### config.mk
export PLATFORM = sky130hd
export DESIGN_NAME = prg_sqrt_cell
export DESIGN_NICKNAME = d
export VERILOG_FILES = /design/src/rtl/pinhole_primary_ray_generator_top_assert.svh /design/src/rtl/prg_sqrt_cell.sv
export SDC_FILE = /design/constraint.sdc
export NUM_CORES = 1
export LEC_CHECK = 0
export ABC_AREA = 0
export BUFFER_PORTS_ARGS = -buffer_cell sky130_fd_sc_hd__buf_2
export CORE_MARGIN = 2
export CORE_UTILIZATION = 43
export DETAILED_ROUTE_END_ITERATION = 7
export PLACE_DENSITY_LB_ADDON = 0.1
export SLEW_MARGIN = 20
export SYNTH_ARGS = -nofsm -noshare
export SYNTH_HDL_FRONTEND = slang
export SYNTH_SLANG_ARGS = --single-unit
### constraint.sdc
create_clock -name clk_i -period 0.8 [get_ports clk_i]
set_input_delay 0.04 -clock clk_i [delete_from_list [all_inputs] [get_ports clk_i]]
set_output_delay 0.04 -clock clk_i [all_outputs]
set_load 0.02 [all_outputs]
### src/rtl/pinhole_primary_ray_generator_top_assert.svh
// Assertion macros for the pinhole primary ray generator.
// Used by the top level; expects clk_i and rst_ni in the including scope.
`ifndef PINHOLE_PRIMARY_RAY_GENERATOR_TOP_ASSERT_SVH
`define PINHOLE_PRIMARY_RAY_GENERATOR_TOP_ASSERT_SVH
// Checked at every rising edge outside reset.
`define PRG_ASSERT(label, prop, msg) \
  label: assert property (@(posedge clk_i) disable iff (!rst_ni) prop) else $error(msg);
// Checked at every rising edge, reset included.
`define PRG_ASSERT_ALWAYS(label, prop, msg) \
  label: assert property (@(posedge clk_i) prop) else $error(msg);
`endif

### src/rtl/prg_sqrt_cell.sv
// One digit-by-digit square root cell: one root bit per request.
// No dependencies.
`default_nettype none
module prg_sqrt_cell #(
  parameter int unsigned RootW = 20,
  parameter int unsigned SideW = 1
) (
  input  logic               clk_i,
  input  logic               rst_ni,
  input  logic               en_i,
  input  logic               valid_i,
  input  logic [RootW:0]     rem_i,
  input  logic [RootW-1:0]   root_i,
  input  logic [2*RootW-1:0] rad_i,
  input  logic [SideW-1:0]   side_i,
  output logic               valid_o,
  output logic [RootW:0]     rem_o,
  output logic [RootW-1:0]   root_o,
  output logic [2*RootW-1:0] rad_o,
  output logic [SideW-1:0]   side_o
);
  localparam int unsigned CurW = RootW + 3;

  logic [CurW-1:0]      cur;
  logic [CurW-1:0]      trial;
  logic                 take;
  logic [CurW-1:0]      diff;
  logic                 valid_q;
  logic [RootW:0]       rem_q;
  logic [RootW-1:0]     root_q;
  logic [2*RootW-1:0]   rad_q;
  logic [SideW-1:0]     side_q;

  // Bring down the next two radicand bits and try root*4+1.
  assign cur   = {rem_i, rad_i[2*RootW-1 -: 2]};
  assign trial = CurW'({root_i, 2'b01});
  assign take  = cur >= trial;
  assign diff  = cur - trial;

  always_ff @(posedge clk_i or negedge rst_ni) begin
    if (!rst_ni) begin
      valid_q <= 1'b0;
    end else if (en_i) begin
      valid_q <= valid_i;
    end
  end

  always_ff @(posedge clk_i) begin
    if (en_i) begin
      rem_q  <= take ? diff[RootW:0] : cur[RootW:0];
      root_q <= RootW'({root_i, take});
      rad_q  <= rad_i << 2;
      side_q <= side_i;
    end
  end

  assign valid_o = valid_q;
  assign rem_o   = rem_q;
  assign root_o  = root_q;
  assign rad_o   = rad_q;
  assign side_o  = side_q;
endmodule
`default_nettype wire

-- Word-level counts from Yosys, hierarchy flattened
Cells that the tools add are included.
- word-level logic and storage cells: 8
- output and inout bits: 83
- flip-flop bits (word level): 81
- multiplexer cells: 1
- order comparisons: 1
- add/subtract/negate cells: 1
- operators by type and width (cell ; count):
    $ge A23 B22 Y1 ; 1
    $mux W21 ; 1
    $sub A21 B21 Y21 ; 1

-- Depth between registers and ports, before layout
- word-level depth: 2
- depth in mapped cells: 11
- gate-level depth less buffers: 9

-- Worst setup path after synthesis
Ideal clock, no wire load.
- path type: input to register
- start point: input port root_i[9]
- end point: register rem_q[10] (netlist: rem_o[10]) (data pin)
- setup time: 262 ps
- stages on the path: 10
- slack: -1299 ps
- path buffers: 2
- arrival: 1837 ps
- path through: inv_1 > ha_1 > buf_2 > and4_1 > and3_1 > o211ai_1 > a21o_1 > a31oi_4 > buf_6 > mux2_1
- longest elaborated chain between the ends: 2
- RTL lines (item ; line ; text):
    start: declaration ; prg_sqrt_cell.sv:13 ; input logic [RootW-1:0] root_i,
    $ge A23 B22 Y1 ; prg_sqrt_cell.sv:37 ; assign take = cur >= trial;
    $mux W21 ; prg_sqrt_cell.sv:50 ; rem_q <= take ? diff[RootW:0] : cur[RootW:0];
    end signal: assignment ; prg_sqrt_cell.sv:50 ;
    end: declaration ; prg_sqrt_cell.sv:29 ; logic [RootW:0] rem_q;
No other way between the ends.
A chain may end at the register's enable or synchronous reset.

-- Worst setup path in the final report
- start point: input port root_i[12]
- end point: register rem_q[2] (netlist: rem_o[2]) (data pin)
Same word-level chain as after synthesis.

==> results_tabular.tex <==
\begin{tabular}{lr}
\hline
Metric & Value \\
\hline
\multicolumn{2}{l}{\textbf{Outcome}} \\
\quad Result of the run & finished with violations \\
\quad Failing checks & hold timing, setup timing \\
\multicolumn{2}{l}{\textbf{Synthesis}} \\
\quad Main combinational cell family by area after synthesis & compound AO/OA/AOI/OAI gates \\
\quad Sequential element share of the synthesized area & 0.6334 \\
\quad Area share of the largest cell type after synthesis & 0.6268 \\
\quad Synth warn & 0 \\
\quad Largest cells by area after synthesis & sky130\_fd\_sc\_hd\_\_edfxtp\_1, sky130\_fd\_sc\_hd\_\_ha\_1, sky130\_fd\_sc\_hd\_\_mux2\_1 \\
\quad Multiplexer share of the synthesized area & 0.05550 \\
\quad Number of distinct library cells after synthesis & 40 \\
\quad Netlist area before placement & $\sim$3800 um2 \\
\quad Yosys top cell by area & sky130\_fd\_sc\_hd\_\_edfxtp\_1 \\
\quad Synth Area in Simple Gates & 0.05909 \\
\quad Gate Count Post-Synth & 280 \\
\quad Average cell area after synthesis & around 14 um2 \\
\quad Post-synthesis xor/xnor area fraction & 0.04114 \\
\quad FF+latch count, synth & 81 \\
\quad Synthesized-area fraction occupied by adder cells & 0.07183 \\
\quad Compound-Gate Fraction of Synth Area & 0.09794 \\
\multicolumn{2}{l}{\textbf{Timing}} \\
\quad Fin Hold WS & -0.006779 ns \\
\quad Highest clock rate & around 560 MHz \\
\quad Clock skew after layout & 0 ns \\
\quad Tmin final & $\sim$1.8 ns \\
\quad Fin crit share & 2.232 \\
\quad Unrepaired setup endpoints after global routing & true \\
\quad Max-slew violation count & 0 \\
\quad Hold Violations, Final & 2 \\
\quad Post-route worst setup slack & -0.9853 ns \\
\quad Total setup violations reported at the end of the flow & approximately 100 \\
\multicolumn{2}{l}{\textbf{Worst setup path}} \\
\quad Number of buffer and inverter instances along the worst setup path & 3 \\
\quad Highest fanout seen on the critical path & 6 \\
\quad Critical path start-end classification & input pin to flop \\
\quad Worst Setup End Kind & flop \\
\quad Highest-delay cell along the critical path & sky130\_fd\_sc\_hd\_\_mux2\_4 \\
\quad Family with the most delay on the worst path & compound AO/OA/AOI/OAI gates \\
\quad Crit start category & input pin \\
\quad Largest stage delay on the critical path & between 0.3 and 0.4 ns \\
\quad Ordered cell list for the critical path & buf\_8, inv\_4, ha\_4, and4\_1, and3\_1, o211ai\_1, a21o\_1, a31oi\_4, buf\_6, mux2\_4 \\
\quad Required time at the endpoint of the critical path & 0.91 ns \\
\quad Arrival time at the worst endpoint & approximately 1.9 ns \\
\multicolumn{2}{l}{\textbf{Power and ir drop}} \\
\quad Peak supply drop & around 0.94 mV \\
\quad Cell Pwr Density & about 1900 nW/um2 \\
\quad Design Power & about 0.013 W \\
\quad Static leakage & approximately 3.1 nW \\
\multicolumn{2}{l}{\textbf{Final layout}} \\
\quad P\&R area growth vs syn & 82.57\% \\
\quad Most used cells in the layout excluding fill and tap cells & sky130\_fd\_sc\_hd\_\_buf\_2, sky130\_fd\_sc\_hd\_\_edfxtp\_1, sky130\_fd\_sc\_hd\_\_buf\_6 \\
\quad Filler cells & approximately 520 \\
\quad Finished Cell Area & about 7000 um2 \\
\quad Antenna cells & 0 \\
\quad Final instance count without filler cells & 700 \\
\quad Number of nets at the end of the flow & 695 \\
\quad Share of layout cells above drive strength 1 & 0.5338 \\
\quad Most frequent standard cell in the layout excluding fill and tap cells & sky130\_fd\_sc\_hd\_\_buf\_2 \\
\multicolumn{2}{l}{\textbf{Drt}} \\
\quad WL met2 & approximately 6400 um \\
\quad Vias post-DR & around 3,400 \\
\quad WL/cell & $\sim$17 um \\
\quad Detailed router's first-iteration violation count & $\sim$150 \\
\quad Drt via density & approximately 4.8 \\
\quad Uppermost layer routed & met4 \\
\quad Antenna viol nets, final & 0 \\
\quad M1 WL & 4469 um \\
\quad Number of DRC violations after detailed routing & 0 \\
\quad Number of detailed-routing iterations run before antenna repair & 4 \\
\quad Metal3 WL & approximately 720 um \\
\quad Routed WL & 11,840 um \\
\multicolumn{2}{l}{\textbf{Clocking}} \\
\quad TritonCTS clock tree & yes \\
\quad Clock slew seen by the registers of the worst setup and hold paths & about 0.090 ns \\
\quad Hold-fix buffers, CTS & roughly 60 \\
\quad Clock H-tree levels & 3 \\
\quad Clock Tree Root & sky130\_fd\_sc\_hd\_\_clkbuf\_8 \\
\quad Total CTS buffers & 9 \\
\quad Clock latency of the later-clocked register in the worst-skew pair & 0.35 ns \\
\quad Clk sink count & approximately 80 \\
\quad Deepest clock path buffer count & 2 \\
\multicolumn{2}{l}{\textbf{Global routing}} \\
\quad Largest net degree at the start of global routing & 43 \\
\quad First-pass GRT wire length & 16,620 um \\
\quad GRT Total Usage & 0.2179 \\
\quad Via count of the first global-routing pass & $\sim$3,400 \\
\quad Number of antenna violations at the first check in global routing & 0 \\
\quad Residual overflow from global routing & 0 \\
\multicolumn{2}{l}{\textbf{Placement}} \\
\quad Hpwl dp & between 7000 and 8000 um \\
\quad Number of buffer cells added on primary ports & $\sim$170 \\
\quad Cell area reported after detailed placement & between 5000 and 6000 um2 \\
\quad \# placed instances & 617 \\
\quad Routability Congestion & 0.7794 \\
\multicolumn{2}{l}{\textbf{Floorplanning}} \\
\quad Die outline area & slightly below 10,000 um2 \\
\quad Die Span X & 98.41 um \\
\quad Vertical extent of the die & about 98 um \\
\quad Area of the placeable core & slightly below 9000 um2 \\
\quad \# rows & 34 \\
\quad Starting Density & 0.4416 \\
\quad Boundary Pins & 169 \\
\multicolumn{2}{l}{\textbf{Min path}} \\
\quad Classification of the worst-slack hold path & input pin to flop \\
\multicolumn{2}{l}{\textbf{Job}} \\
\quad Count of max-cap constraint violations & 0 \\
\hline
\end{tabular}
==> synth_stat cells, drive strengths merged <==
library cell / number
a211o: 2
a21boi: 3
a21o: 3
a21oi: 23
a31o: 1
a31oi: 4
a32oi: 1
a41o: 2
and2: 2
and3: 5
and4: 2
buf: 7
clkbuf: 1
conb: 1
dfrtp: 1
edfxtp: 80
ha: 22
inv: 26
mux2: 18
mux2i: 1
nand2: 19
nand3: 2
nand3b: 2
nand4: 2
nor2: 7
nor2b: 3
nor3: 1
o211ai: 2
o21a: 2
o21ai: 15
o21bai: 1
or3: 1
xnor2: 11
xor2: 7
==> final timing paths <==
kind	startpoint	to	slack [ns]	depth (start not counted)
max in group asynchronous	rst_ni	valid_o$_DFFE_PN0P_	0.15	3
worst min register to register	valid_o$_DFFE_PN0P_	valid_o$_DFFE_PN0P_	0.55	1
min in group asynchronous	rst_ni	valid_o$_DFFE_PN0P_	0.52	3
worst max register to register	valid_o$_DFFE_PN0P_	valid_o$_DFFE_PN0P_	0.01	1
worst max-delay path	root_i[12]	rem_o[2]$_DFFE_PP_	-0.99	10
worst min-delay path	rem_i[10]	rem_o[12]$_DFFE_PP_	-0.007	2
==> per-stage QoR <==
step,utilization,TNS (ns),setup slack [ns]
6_report,0.8062,-31.93,-0.9853
4_1_cts,0.7712,-31.57,-0.9700
2_1_floorplan,-,-25.81,-1.260
3_3_place_gp,0.6351,-29.46,-1.406
5_1_grt,0.8062,-35.64,-1.043
3_5_place_dp,0.6351,-30.79,-1.484
==> sequential cells by signal, indices dropped and copies added, names as in the netlist <==
name / flops
rad_o: 38
side_o: 1
valid_o: 1
rem_o: 21
root_o: 20
==> per-layer routing <==
layer	track usage	vias to the layer above
met3	0.04152	18
met4	0.06322	0
met2	0.4024	141
li1	-	1645
met1	0.2570	1575
met5	0	-
==> power by group <==
group / switching [W] / internal, W / total [W]
clock network: 0.00172 / 0.00182 / 0.00354
logic: 0.00183 / 0.00224 / 0.00407
registers: 0.000191 / 0.00519 / 0.00539
total: 0.00375 / 0.00925 / 0.0130
==> cell families (layout without fill, tap and decap cells) <==
group,Yosys count,in the layout
adders and majority gates,22,22
and+or+nand+nor,46,46
buffers and inverters,34,345
muxes,19,19
xor gates and xnor gates,18,18
AOI/OAI and AO/OA,59,59
DFF,81,81
other,1,2
==> layout make-up <==
| class | instances | area [um2] | share of cell area |
|---|---|---|---|
| Inverter | 26 | 122.6 | 0.01753 |
| Clock buffer | 9 | 123.9 | 0.01770 |
| Clock inverter | 7 | 105.1 | 0.01502 |
| Multi-Input combinational cell | 166 | 1544 | 0.2207 |
| Timing Repair Buffer | 303 | 2537 | 0.3627 |
| Tap cell | 108 | 135.1 | 0.01931 |
| Sequential cell | 81 | 2429 | 0.3471 |
==> timing repair <==
item                                   4_1_cts  5_1_grt
endpoints found under the hold margin       62        3
setup buffers                                6        2
cloned                                       1        0
setup endpoints to repair                  103      104
pin swaps                                   19       12
gates resized for setup                     86      104
No activity file was read; power rests on OpenSTA's default activity.
