--- src/rtl/pinhole_primary_ray_generator_top_assert.svh ---
// Assertion macros for the pinhole primary ray generator.
// Used by the top level; expects clk_i and rst_ni in the including scope.
`ifndef PINHOLE_PRIMARY_RAY_GENERATOR_TOP_ASSERT_SVH
`define PINHOLE_PRIMARY_RAY_GENERATOR_TOP_ASSERT_SVH
// Checked at every rising edge outside reset.
`define PRG_ASSERT(label, prop, msg) \
  label: assert property (@(posedge clk_i) disable iff (!rst_ni) prop) else $error(msg);
// Checked at every rising edge, reset included.
`define PRG_ASSERT_ALWAYS(label, prop, msg) \
  label: assert property (@(posedge clk_i) prop) else $error(msg);
`endif

--- src/rtl/prg_div_cell.sv ---
// One restoring division cell: produces one quotient bit per request.
// No dependencies.
`default_nettype none
module prg_div_cell #(
  parameter int unsigned DenW  = 13,
  parameter int unsigned QW    = 12,
  parameter int unsigned SideW = 1
) (
  input  logic             clk_i,
  input  logic             rst_ni,
  input  logic             en_i,
  input  logic             valid_i,
  input  logic [DenW-1:0]  rem_i,
  input  logic [QW-1:0]    nq_i,
  input  logic [DenW-1:0]  den_i,
  input  logic [SideW-1:0] side_i,
  output logic             valid_o,
  output logic [DenW-1:0]  rem_o,
  output logic [QW-1:0]    nq_o,
  output logic [DenW-1:0]  den_o,
  output logic [SideW-1:0] side_o
);
  logic [DenW:0]    trial;
  logic [DenW:0]    diff;
  logic             take;
  logic             valid_q;
  logic [DenW-1:0]  rem_q, rem_d;
  logic [QW-1:0]    nq_q, nq_d;
  logic [DenW-1:0]  den_q;
  logic [SideW-1:0] side_q;

  // Shift the next numerator bit in and subtract the divisor when it fits.
  assign trial = {rem_i, nq_i[QW-1]};
  assign diff  = trial - {1'b0, den_i};
  assign take  = trial >= {1'b0, den_i};
  assign rem_d = take ? diff[DenW-1:0] : trial[DenW-1:0];
  assign nq_d  = QW'({nq_i, take});

  always_ff @(posedge clk_i or negedge rst_ni) begin
    if (!rst_ni) begin
      valid_q <= 1'b0;
    end else if (en_i) begin
      valid_q <= valid_i;
    end
  end

  // Payload moves with the pipeline enable.
  always_ff @(posedge clk_i) begin
    if (en_i) begin
      rem_q  <= rem_d;
      nq_q   <= nq_d;
      den_q  <= den_i;
      side_q <= side_i;
    end
  end

  assign valid_o = valid_q;
  assign rem_o   = rem_q;
  assign nq_o    = nq_q;
  assign den_o   = den_q;
  assign side_o  = side_q;
endmodule
`default_nettype wire

--- src/rtl/prg_div_chain.sv ---
// Row of division cells, one quotient bit per cell, QW cells long.
// Depends on prg_div_cell.
`default_nettype none
module prg_div_chain #(
  parameter int unsigned DenW  = 13,
  parameter int unsigned QW    = 12,
  parameter int unsigned SideW = 1
) (
  input  logic             clk_i,
  input  logic             rst_ni,
  input  logic             en_i,
  input  logic             valid_i,
  input  logic [DenW-1:0]  rem_i,
  input  logic [QW-1:0]    nq_i,
  input  logic [DenW-1:0]  den_i,
  input  logic [SideW-1:0] side_i,
  output logic             valid_o,
  output logic [QW-1:0]    quot_o,
  output logic [DenW-1:0]  rem_o,
  output logic [SideW-1:0] side_o
);
  logic             valid_w [QW+1];
  logic [DenW-1:0]  rem_w   [QW+1];
  logic [QW-1:0]    nq_w    [QW+1];
  logic [DenW-1:0]  den_w   [QW+1];
  logic [SideW-1:0] side_w  [QW+1];

  assign valid_w[0] = valid_i;
  assign rem_w[0]   = rem_i;
  assign nq_w[0]    = nq_i;
  assign den_w[0]   = den_i;
  assign side_w[0]  = side_i;

  // Each cell hands remainder and partial quotient to its neighbor.
  for (genvar i = 0; i < QW; i++) begin : g_cell
    prg_div_cell #(.DenW(DenW), .QW(QW), .SideW(SideW)) u_cell (
      .clk_i   (clk_i),
      .rst_ni  (rst_ni),
      .en_i    (en_i),
      .valid_i (valid_w[i]),
      .rem_i   (rem_w[i]),
      .nq_i    (nq_w[i]),
      .den_i   (den_w[i]),
      .side_i  (side_w[i]),
      .valid_o (valid_w[i+1]),
      .rem_o   (rem_w[i+1]),
      .nq_o    (nq_w[i+1]),
      .den_o   (den_w[i+1]),
      .side_o  (side_w[i+1])
    );
  end

  assign valid_o = valid_w[QW];
  assign quot_o  = nq_w[QW];
  assign rem_o   = rem_w[QW];
  assign side_o  = side_w[QW];
endmodule
`default_nettype wire

--- config.mk ---
export PLATFORM = sky130hd
export DESIGN_NAME = prg_div_chain
export DESIGN_NICKNAME = d
export VERILOG_FILES = /design/src/rtl/pinhole_primary_ray_generator_top_assert.svh /design/src/rtl/prg_div_cell.sv /design/src/rtl/prg_div_chain.sv
export SDC_FILE = /design/constraint.sdc
export NUM_CORES = 1
export LEC_CHECK = 0
export ABC_AREA = 1
export ABC_CLOCK_PERIOD_IN_PS = 2600
export BUFFER_PORTS_ARGS = -buffer_cell sky130_fd_sc_hd__buf_2
export CAP_MARGIN = 20
export CORE_MARGIN = 3
export CORE_UTILIZATION = 65
export CTS_BUF_LIST = sky130_fd_sc_hd__clkbuf_4
export DETAILED_ROUTE_END_ITERATION = 8
export PLACE_DENSITY_LB_ADDON = 0.12
export SLEW_MARGIN = 25
export SYNTH_ARGS = -nofsm -noshare
export SYNTH_HDL_FRONTEND = slang
export SYNTH_SLANG_ARGS = --single-unit
--- constraint.sdc ---
create_clock -name clk_i -period 2.6 [get_ports clk_i]
set_clock_uncertainty 0.05 [all_clocks]
set_input_delay 0.39 -clock clk_i [delete_from_list [all_inputs] [get_ports clk_i]]
set_output_delay 0.39 -clock clk_i [all_outputs]
set_load 0.02 [all_outputs]
## After elaboration in Yosys (flattened, before gate mapping)

Cells that the tools add are included.

- Logic and storage cells: 95
- Memory bits (writable): 0
- Bits in read-only memories: 0
- Memories kept: 0
- Bits in latches: 0
- Bits in registers: 467
- Bits of input ports: 43

- Muxes and demuxes: 12
- Reduce and logical (&&, ||, !) cells: 0
- Shift operators: 0
- Multipliers: 0
- Divide/modulo/power cells: 0
- Bitwise logic cells: 0
- Equal/unequal tests: 0
- Add/subtract/negate cells: 12
- Order comparisons: 12

Operators by type and width:

| kind | count |
|---|---|
| 14-bit by 13-bit greater-or-equal comparator with 1-bit output | 12 |
| 13-bit two-way mux | 12 |
| 13-bit subtractor | 12 |

## Logic depth before layout (Yosys ltp)

- Word-level depth: 2
- Gate-level depth with buffers: 13
- Gate-level depth less buffers: 12

## By module

From an unflattened synthesis, not the netlist that was laid out.

- Cell total of the unflattened synthesis: 3072
- Area total of the unflattened synthesis: 29007.8 µm²

By module, submodules not included:

| module | cells an instance | area each (µm²) | sequential area each (µm²) | times used |
|---|---|---|---|---|
| prg_div_cell | 256 | 2417.3 | 1196.1 | 12 |

## Worst setup path after synthesis

Ideal clock, no wire load.

- Kind: input to register
- From: input nq_i[11]
- To: register g_cell[0].u_cell.rem_q[1], data pin
- Stages on the path: 13
- Data arrival time: 1.821 ns
- Path slack: 0.476 ns
- Library setup time: 0.253 ns
- Path through: inv_1 > ha_1 > inv_1 > fa_1 > nand2_1 > nand2_1 > nand3_1 > nand2_1 > nand2_2 > nand3_4 > buf_8 > nand2_2 > o21ai_2

- Cells in the longest elaborated chain, start to end: 2

Ends and longest elaborated chain:

| element | RTL line | text |
|---|---|---|
| from (decl) | prg_div_chain.sv:14 | `input logic [QW-1:0] nq_i,` |
| 13-bit subtractor / 14-bit by 13-bit greater-or-equal comparator with 1-bit output (equally long branches) | prg_div_cell.sv:34, prg_div_cell.sv:35 |  |
| 13-bit two-way mux (*) | prg_div_cell.sv:36 | `assign rem_d = take ? diff[DenW-1:0] : trial[DenW-1:0];` |
| via g_cell[0].u_cell.rem_d[1] | prg_div_cell.sv:27 | `logic [DenW-1:0] rem_q, rem_d;` |
| to (signal assigned) | prg_div_cell.sv:50 | `rem_q <= rem_d;` |
| to (decl) | prg_div_cell.sv:27 |  |

Mark *: on every way through the listed nets, which the timed path passes. The rest lies on a longest branch.
A chain may end at the register's enable or synchronous reset.

## Final worst setup path

- From: input nq_i[11]
- To: register g_cell[0].u_cell.rem_q[10], data pin

Same word-level chain as after synthesis.

==> flow_summary.json <==
{
  "path_buf_inv": 6,
  "post_cts_buffers": 0,
  "first_pass_iters": 6,
  "die-width_um": 212,
  "synthToLayoutAreaGrowth_pct": 11.0,
  "yosys.cell_types.count": 35,
  "grt_pass1_vias": 20000,
  "combPwrFrac_pct": 44.2,
  "pwr-share-clk_pct": 19.5,
  "powerDensity_nw_per_um2": 1040,
  "critPathKind": "primary input to flop",
  "cts_tree": "built",
  "avgSynthCellArea_um2": 9.10,
  "vias": 20600,
  "clk_latency_ns": 0.85,
  "synth_top_cell_by_area": "edfxtp_1",
  "period_needed_ns": 2.40,
  "seq_power_share_pct": 36.3,
  "cts_sinks": 467,
  "timing.fmax_mhz": 417,
  "yosysWarnings": 0,
  "drt-total-wl_um": 59600,
  "drive_gt1_share_pct": 15.5,
  "cts-root-buf": "clkbuf_4",
  "hold_viol": 0,
  "coreArea_um2": 41400,
  "dp_hpwl_um": 44000,
  "setup_viol_count_final": 0,
  "rsz0062_at_grt": "no",
  "slowest_stage": "dlygate4sd3_1",
  "synth_seq_cells": 467,
  "cp-end-kind": "flop",
  "drcViolationCount": 0,
  "start_kind": "primary input",
  "synth_top_area_share_pct": 49.4,
  "synth.area.top_cells": "edfxtp_1, nand2_1, inv_1",
  "setup-tns-final_ns": 0,
  "synthesis.area_um2": 27600,
  "drtAntennaViolNets": 0,
  "critPathMostFrequentCell": "nand2_1",
  "cts_hold_buf": 46,
  "cpPeakStageDelay_ns": 0.59,
  "fin_area_um2": 30700,
  "drtIter0Drc": 1525,
  "crit_chain": "dlygate4sd3_1, buf_2, inv_1, ha_1, inv_1, fa_1, nand2_1, nand2_1, nand3_1, nand2_1, nand2_2, buf_4, nand4_1, dlygate4sd3_1, nand2_1",
  "cts_buffers": 116,
  "gr-total-overflow": 0,
  "postCtsResizedCells": 0,
  "dieArea_um2": 45000,
  "fillers": 3022,
  "place_congestion": 0.916,
  "p_leak_nw": 15.3,
  "initial_core_util_pct": 66.8,
  "arrival_ns": 3.08,
  "fin_nets": 3483,
  "portBuffers": 69,
  "die_h_um": 212,
  "wire_per_inst_um": 15.3,
  "drv_slew": 0,
  "layout_worst_path_cycle_share_pct": 92.3,
  "p_sw_mw": 13.0,
  "swShare_pct": 40.9,
  "cts_htree_levels": 3,
  "rows": 74,
  "outcome": "finished clean",
  "cts.path.max_buffers": 3,
  "worst-path-max-fanout": 5,
  "grt_max_degree": 98,
  "peakVddDrop_mv": 0.591,
  "seq_area_frac_synth_pct": 50.5,
  "worstMarginPinSlew_ns": 0.521,
  "p_int_mw": 18.8,
  "hold-worst-slack_ns": 0.111,
  "clkTransAtPathRegs_ns": 0.08,
  "grt_use_total_pct": 27.1,
  "via_per_inst": 5.27,
  "crit_family": "buffers and inverters",
  "relSlewSlack_pct": 65.2,
  "ios": 70,
  "hold_class": "primary input to flop",
  "placed_cell_area_um2": 28700,
  "maxCapViolCount": 0,
  "grt_pass1_wl_um": 97200,
  "critPathRequiredTime_ns": 3.27,
  "syn_nets": 3250,
  "antenna_found_initial": 1,
  "synth_cells": 3039
}
[area by class of cell]
| type | instances | area, µm² | area share [%] |
|---|---|---|---|
| multi-input cells | 1850 | 10800 | 35.0 |
| repair buffers | 150 | 1200 | 3.92 |
| clock buffers | 163 | 1220 | 3.99 |
| flip-flops and latches | 467 | 14000 | 45.5 |
| diodes | 1 | 2.50 | 0.00815 |
| clock inverters | 56 | 303 | 0.986 |
| well taps | 532 | 666 | 2.17 |
| inverters | 687 | 2580 | 8.40 |
[logic make-up (layout without fill, tap and decap cells)]
group	after synthesis	after routing	share of synthesized area, %
AND/OR/NAND/NOR	1457	1457	24.9
buffers and inverters	722	1056	10.6
other	0	1	0
AO/OA/AOI/OAI	151	151	3.71
XOR/XNOR	74	74	2.34
adder cells (fa/ha/maj)	168	168	7.93
flip-flops	467	467	50.5
[flip-flops by register name, indices dropped and copies added (netlist names)]
name and count:
g_cell.u_cell.den_o 143, g_cell.u_cell.valid_o 12, g_cell.u_cell.nq_o 144, g_cell.u_cell.side_o 12, g_cell.u_cell.rem_o 156
[power groups by stage]
stage / registers [mW] / logic, mW / clock network [mW]
final: 11.5 / 14.1 / 6.19
after global routing: 11.7 / 15.9 / 6.78
after CTS: 11.5 / 13.9 / 6.38
after detailed placement: 11.6 / 13.8 / 0
after global placement: 11.6 / 13.4 / 0
after floorplan: 11.3 / 10.8 / 0
[routing by layer]
layer / GRT usage, % / routed length [µm] / up-vias
li1: - / - / 10300
met1: 38.6 / 27400 / 9506
met2: 42.3 / 26900 / 656
met3: 5.56 / 3950 / 111
met4: 8.74 / 1400 / 0
met5: 0 / 0 / -
[stage by stage]
step	utilization [%]	total power, mW	worst slack [ns]	std cells
finish	74.2	31.8	0.199	3906
detailed placement	69.4	25.4	0.207	3640
global route	74.2	34.4	0.0775	3906
floorplan	-	22.1	0.476	3039
CTS	74.2	31.8	0.263	3905
global placement	69.4	25.1	0.232	3640
[path summary, 6_finish.rpt]
check                                               start                          to  slack [ns]  cells after the start
worst min register to register   g_cell[2].u_cell.nq_o[1]    g_cell[3].u_cell.nq_o[2]        0.35                      0
max in group asynchronous                          rst_ni    g_cell[0].u_cell.valid_o        1.61                      3
min in group asynchronous                          rst_ni    g_cell[5].u_cell.valid_o        0.54                      3
worst max-delay path                             nq_i[11]  g_cell[0].u_cell.rem_o[10]        0.20                     15
worst max register to register  g_cell[5].u_cell.rem_o[1]   g_cell[6].u_cell.rem_o[3]        0.23                      7
worst min-delay path                            rem_i[12]   g_cell[0].u_cell.rem_o[5]        0.11                      5
[worst reg2reg max path: stages, from the launching register on]
cell and delay (ns):
edfxtp_1 0.47, ha_1 0.44, nand2_1 0.11, nor3_1 0.32, nand2_2 0.18, nand3_2 0.18, buf_4 0.25, o21ai_1 0.11
[cell usage in the layout, fill, tap and decap left out, types with 2 or more instances in the layout]
| master | Yosys | layout |
|---|---|---|
| nand3_2 | 67 | 67 |
| nand3_4 | 7 | 7 |
| xnor2_1 | 11 | 11 |
| nor2_1 | 91 | 91 |
| nand2_4 | 4 | 4 |
| buf_12 | 1 | 10 |
| buf_4 | 4 | 25 |
| o21ai_0 | 6 | 6 |
| nand4_1 | 131 | 131 |
| fa_1 | 12 | 12 |
| nand2_2 | 48 | 48 |
| clkinv_2 | 0 | 8 |
| nor3_1 | 2 | 2 |
| edfxtp_1 | 455 | 455 |
| nand3_1 | 136 | 136 |
| xor2_1 | 63 | 63 |
| nand4_4 | 2 | 2 |
| a21oi_1 | 51 | 51 |
| ha_1 | 156 | 156 |
| inv_1 | 674 | 674 |
| clkinv_1 | 0 | 41 |
| and2_2 | 3 | 3 |
| nor2_4 | 16 | 16 |
| o21ai_1 | 44 | 44 |
| nor2_2 | 29 | 29 |
| bufinv_16 | 0 | 3 |
| o21ai_2 | 38 | 38 |
| dfrtp_1 | 12 | 12 |
| clkbuf_4 | 0 | 163 |
| nand2_1 | 919 | 919 |
| a21oi_4 | 11 | 11 |
| buf_2 | 5 | 68 |
| dlygate4sd3_1 | 0 | 46 |
| inv_2 | 13 | 16 |
[synthesized netlist by cell type (all sizes together)]
cell	instances
nand2	971
inv	687
edfxtp	455
nand3	210
ha	156
nor2	136
nand4	133
o21ai	88
a21oi	63
xor2	63
buf	33
dfrtp	12
fa	12
xnor2	11
and2	4
nor3	3
clkbuf	2
Power figures use the tool's default switching activity.
